File: config.mk
export PLATFORM = sky130hd
export DESIGN_NAME = tcw_ctrl
export DESIGN_NICKNAME = d
export VERILOG_FILES = /design/src/hdl/tcw_pkg.sv /design/src/hdl/tcw_ctrl.sv
export SDC_FILE = /design/constraint.sdc
export NUM_CORES = 1
export LEC_CHECK = 0
export BUFFER_PORTS_ARGS = -buffer_cell sky130_fd_sc_hd__buf_2
export CELL_PAD_IN_SITES_DETAIL_PLACEMENT = 1
export CELL_PAD_IN_SITES_GLOBAL_PLACEMENT = 2
export CORE_AREA = 3 3 50 61
export CTS_BUF_LIST = sky130_fd_sc_hd__clkbuf_4
export CTS_CLUSTER_DIAMETER = 200
export DETAILED_ROUTE_END_ITERATION = 8
export DIE_AREA = 0 0 53 64
export PLACE_DENSITY = 0.83
export SETUP_SLACK_MARGIN = 0.5
export SLEW_MARGIN = 20
export SYNTH_ARGS = -nofsm -noshare
export SYNTH_HDL_FRONTEND = slang
export SYNTH_SLANG_ARGS = --single-unit
File: constraint.sdc
create_clock -name i_clk -period 2.3 [get_ports i_clk]
set_input_delay 0.69 -clock i_clk [delete_from_list [all_inputs] [get_ports i_clk]]
set_output_delay 0.69 -clock i_clk [all_outputs]
set_load 0.005 [all_outputs]
File: src/hdl/tcw_pkg.sv
// Shared types, widths and constants of the text console writer.
`default_nettype none

package tcw_pkg;

    // Default screen geometry.
    localparam int DEF_COLS = 80;
    localparam int DEF_ROWS = 25;

    // Fixed field widths.
    localparam int FUNC_W  = 2;
    localparam int CHAR_W  = 8;
    localparam int COLOR_W = 4;
    localparam int ATTR_W  = 8;
    localparam int IDX_W   = 11;
    localparam int POS_W   = 12;
    localparam int CELL_W  = 16;

    // Operation codes.
    localparam logic [FUNC_W-1:0] FUNC_PUT   = 2'd0;
    localparam logic [FUNC_W-1:0] FUNC_CLEAR = 2'd1;
    localparam logic [FUNC_W-1:0] FUNC_READ  = 2'd2;

    localparam logic [CELL_W-1:0] BLANK_CELL = 16'h0720;
    localparam logic [POS_W-1:0]  HIDDEN_POS = 12'd4000;
    localparam logic [CHAR_W-1:0] NEWLINE    = 8'h0A;

    // What the result register is loaded with.
    typedef enum logic [1:0] {
        RES_NONE = 2'd0,
        RES_PUT  = 2'd1,
        RES_READ = 2'd2,
        RES_MISS = 2'd3
    } t_res_kind;

    typedef struct packed {
        logic      latch;
        logic      sweep_clr;
        logic      fill;
        logic      scroll;
        logic      cur_scroll;
        logic      cur_newline;
        logic      cur_home;
        logic      put_write;
        logic      res_load;
        t_res_kind res_kind;
    } t_dp_cmd;

    typedef struct packed {
        logic [FUNC_W-1:0] func;
        logic              is_newline;
        logic              row_past;
        logic              col_past;
        logic              rd_in_range;
        logic              sweep_last;
    } t_dp_status;

endpackage

`default_nettype wire

File: src/hdl/tcw_ctrl.sv
// Controller: sequences each item and the clearing and scrolling sweeps.
`default_nettype none

module tcw_ctrl (
    input  wire logic                i_clk,
    input  wire logic                i_rst_n,
    input  wire logic                i_in_valid,
    output logic                     o_in_ready,
    input  wire logic                i_out_ready,
    output logic                     o_out_valid,
    input  wire tcw_pkg::t_dp_status i_status,
    output tcw_pkg::t_dp_cmd         o_cmd
);
    import tcw_pkg::*;

    typedef enum logic [6:0] {
        S_INIT   = 7'b0000001,
        S_IDLE   = 7'b0000010,
        S_DECODE = 7'b0000100,
        S_SCROLL = 7'b0001000,
        S_DRAIN  = 7'b0010000,
        S_CLEAR  = 7'b0100000,
        S_READ   = 7'b1000000
    } t_state;

    t_state r_state, n_state;
    logic   r_out_valid, n_out_valid;

    assign o_in_ready  = (r_state == S_IDLE) && (!r_out_valid || i_out_ready);
    assign o_out_valid = r_out_valid;

    always_comb begin
        n_state        = r_state;
        o_cmd          = '0;
        o_cmd.res_kind = RES_NONE;
        unique case (r_state)
            S_INIT: begin
                o_cmd.fill = 1'b1;
                if (i_status.sweep_last) begin
                    n_state = S_IDLE;
                end
            end
            S_IDLE: begin
                if (i_in_valid && o_in_ready) begin
                    o_cmd.latch = 1'b1;
                    n_state     = S_DECODE;
                end
            end
            S_DECODE: begin
                unique case (i_status.func)
                    FUNC_PUT: begin
                        if (i_status.row_past) begin
                            o_cmd.sweep_clr = 1'b1;
                            n_state         = S_SCROLL;
                        end else if (i_status.is_newline) begin
                            o_cmd.cur_newline = 1'b1;
                            o_cmd.res_load    = 1'b1;
                            n_state           = S_IDLE;
                        end else if (i_status.col_past) begin
                            // Wrap to the next row; a scroll may follow.
                            o_cmd.cur_newline = 1'b1;
                        end else begin
                            o_cmd.put_write = 1'b1;
                            o_cmd.res_load  = 1'b1;
                            o_cmd.res_kind  = RES_PUT;
                            n_state         = S_IDLE;
                        end
                    end
                    FUNC_CLEAR: begin
                        o_cmd.sweep_clr = 1'b1;
                        n_state         = S_CLEAR;
                    end
                    FUNC_READ: begin
                        if (i_status.rd_in_range) begin
                            n_state = S_READ;
                        end else begin
                            o_cmd.res_load = 1'b1;
                            o_cmd.res_kind = RES_MISS;
                            n_state        = S_IDLE;
                        end
                    end
                    default: begin
                        o_cmd.res_load = 1'b1;
                        n_state        = S_IDLE;
                    end
                endcase
            end
            S_SCROLL: begin
                o_cmd.scroll = 1'b1;
                if (i_status.sweep_last) begin
                    n_state = S_DRAIN;
                end
            end
            S_DRAIN: begin
                o_cmd.cur_scroll = 1'b1;
                n_state          = S_DECODE;
            end
            S_CLEAR: begin
                o_cmd.fill = 1'b1;
                if (i_status.sweep_last) begin
                    o_cmd.cur_home = 1'b1;
                    o_cmd.res_load = 1'b1;
                    n_state        = S_IDLE;
                end
            end
            S_READ: begin
                o_cmd.res_load = 1'b1;
                o_cmd.res_kind = RES_READ;
                n_state        = S_IDLE;
            end
            default: begin
                n_state = S_IDLE;
            end
        endcase
    end

    assign n_out_valid = o_cmd.res_load || (r_out_valid && !i_out_ready);

    always_ff @(posedge i_clk) begin
        if (!i_rst_n) begin
            r_state     <= S_INIT;
            r_out_valid <= 1'b0;
        end else begin
            r_state     <= n_state;
            r_out_valid <= n_out_valid;
        end
    end

endmodule

`default_nettype wire
==> results.json <==
{
  "status": "finished, violations left",
  "violations": "negative setup slack",
  "antenna_cells": 0,
  "die_area_sq_mm": 0.00339,
  "syn_avg_cell_area_sq_um": 8.38,
  "wl_per_cell_um": 15.2,
  "drt_iter0_markers": 11,
  "synth-seq-cells": 8,
  "finalHoldViolCount": 0,
  "die_y_um": 64,
  "syn_area_sq_um": 721,
  "r2r_setup_slack_ns": 0.65,
  "io_buffers": 23,
  "cts_tree": "yes",
  "syn_inst": 86,
  "endpoint_kind": "primary output",
  "clk_latency_ns": 0.26,
  "drcViolationCount": 0,
  "grt_usage": 0.162,
  "hold_start": "r_state[0]$_SDFFE_PN1P_",
  "hold_path_depth": 3,
  "synthFlopType": "dfxtp_1",
  "criticalPathCategory": "primary input to primary output",
  "reg2reg_depth": 7,
  "synthTopCellsByArea": "dfxtp_1, nor3_1, nor2_1",
  "dr_total_vias": 837,
  "max_slew_margin": 0.802,
  "drv_slew": 0,
  "synth_top_area_share": 0.222,
  "fin_nets": 150,
  "setup_viol": 1,
  "multi_input_area_sq_um": 586,
  "p_leak_nw": 0.579,
  "seq_area_frac_synth": 0.222,
  "clk_pin_slew_worst_paths_ns": 0.05,
  "pwr_density_cell_mw_per_mm2": 333,
  "grt_max_degree": 12,
  "clock-root-buffer": "clkbuf_4",
  "num_rows": 20,
  "cts_inserted_buffers": 3,
  "dp_slack_ns": -0.111,
  "antenna_found_initial": 0,
  "crit_fanout": 2,
  "async_flop_share": 0,
  "ys_types": 44,
  "min_period_over_period": 1.04,
  "syn_to_final_growth_pct": 70.1,
  "fillers": 305,
  "final_cell_mix": "buf_4, buf_2, buf_6, nor2_1",
  "hold_end": "r_state[0]$_SDFFE_PN1P_",
  "htreeDepth": 1,
  "ctsHoldBuffers": 0,
  "fin_skew_ns": 0.00231,
  "hold_path_class": "flip-flop to flip-flop",
  "gp_congestion": 0.727,
  "clock_path_buffers": 2,
  "drtPass1Iterations": 4,
  "regToRegStartpoint": "r_state[5]$_SDFFE_PN0P_",
  "grt_pass1_vias": 882,
  "ir_drop_v": 0.000160,
  "ioPinCount": 24,
  "finalPower_mw": 0.408,
  "final_area_sq_mm": 0.00123,
  "placedInstanceArea_sq_um": 942,
  "max_freq_mhz": 417,
  "drv_cap": 0,
  "worstMarginPinSlew_ns": 0.297,
  "vias_per_cell": 4.92,
  "post-route-min-period_ns": 2.40,
  "place_hpwl_mm": 1.73,
  "layout_setup_ws_ns": -0.0995,
  "holdWs_ns": 0.622,
  "grt_overflow": 0,
  "drive_gt1_frac": 0.628,
  "startpoint_type": "primary input",
  "antenna_left": 0,
  "cp_data_required_time_ns": 1.61,
  "initial_core_util": 0.285,
  "die_x_um": 53,
  "routed_wl_mm": 2.59,
  "final_common_cell": "buf_4",
  "reg2reg_to": "r_state[1]$_SDFFE_PN0P_",
  "synth_top_area_cell": "dfxtp_1",
  "worstPathArrival_ns": 1.71,
  "synth_edf_count": 0,
  "rsz0062_at_grt": "yes",
  "core-area_sq_mm": 0.00253,
  "yosysWarnings": 0,
  "cts.sinks": 8,
  "seq_area_sq_um": 179,
  "synthesis.nets": 97,
  "grt_pass1_wl_mm": 4.00
}
worst max-delay path: stages:
cell	delay (ns)
buf_6	0.09
or3_4	0.39
a2bb2oi_2	0.14
o32a_1	0.17
nor2_1	0.12
buf_2	0.12
cell usage after synthesis, drive strengths merged, types with 2 or more instances:
master	instances
nor2	9
nor3	9
dfxtp	8
nand2	8
buf	4
o21ai	4
inv	3
nand3	3
nor2b	3
nor4	3
xor2	3
a21oi	2
and3	2
nand2b	2
nor3b	2
o2111ai	2
metrics by stage:
step,setup TNS (ns),utilization,instances
final,-0.0995,0.485,170
after global routing,-0.312,0.485,170
after CTS,-0.0880,0.454,164
after detailed placement,-0.131,0.373,149
after global placement,-0.0910,0.373,149
after floorplan,0,-,86
registers in the layout, indices dropped and copies added (netlist names):
| name | count |
|---|---|
| r_state | 7 |
| o_out_valid | 1 |
power breakdown:
part	switching, mW	leakage, nW	internal, mW
registers	0.00595	0.0691	0.141
logic	0.0673	0.496	0.0824
clock network	0.0514	0.0138	0.0600
total	0.125	0.579	0.283
routing by layer:
| layer | global-route usage | share of wire | vias to the layer above |
|---|---|---|---|
| met2 | 0.314 | 0.58 | 22 |
| met5 | 0 | 0 | - |
| met1 | 0.168 | 0.37 | 394 |
| li1 | - | - | 417 |
| met3 | 0.0210 | 0.032 | 4 |
| met4 | 0.0575 | 0.014 | 0 |
worst max-delay path by stage:
| stage | startpoint | to |
|---|---|---|
| 2_1_floorplan | i_status[5] | o_cmd[2] |
| 3_3_place_gp | i_status[5] | o_cmd[2] |
| 3_5_place_dp | i_status[5] | o_cmd[2] |
| 4_1_cts | i_status[3] | o_cmd[2] |
| 5_1_grt | i_status[6] | o_cmd[2] |
| 6_report | i_status[6] | o_cmd[2] |
cell type report:
type,count,area share
Timing Repair Buffer,53,0.315
Multi-Input combinational cell,70,0.478
Sequential cell,8,0.146
Clock buffer,3,0.0184
Inverter,3,0.00918
Tap cell,33,0.0337
cells by family after synthesis:
family / synth area share
and+or+nand+nor: 0.467
AOI/OAI and AO/OA: 0.182
muxes: 0.0139
DFF: 0.222
xor gates and xnor gates: 0.0486
buffers and inverters: 0.0660
what timing repair did:
| action | CTS | global route |
|---|---|---|
| setup buffers | 12 | 6 |
| endpoints found under the setup margin | 12 | 12 |
| pin swaps | 6 | 6 |
| resized for setup | 24 | 8 |
No activity file was read; power rests on OpenSTA's default activity.
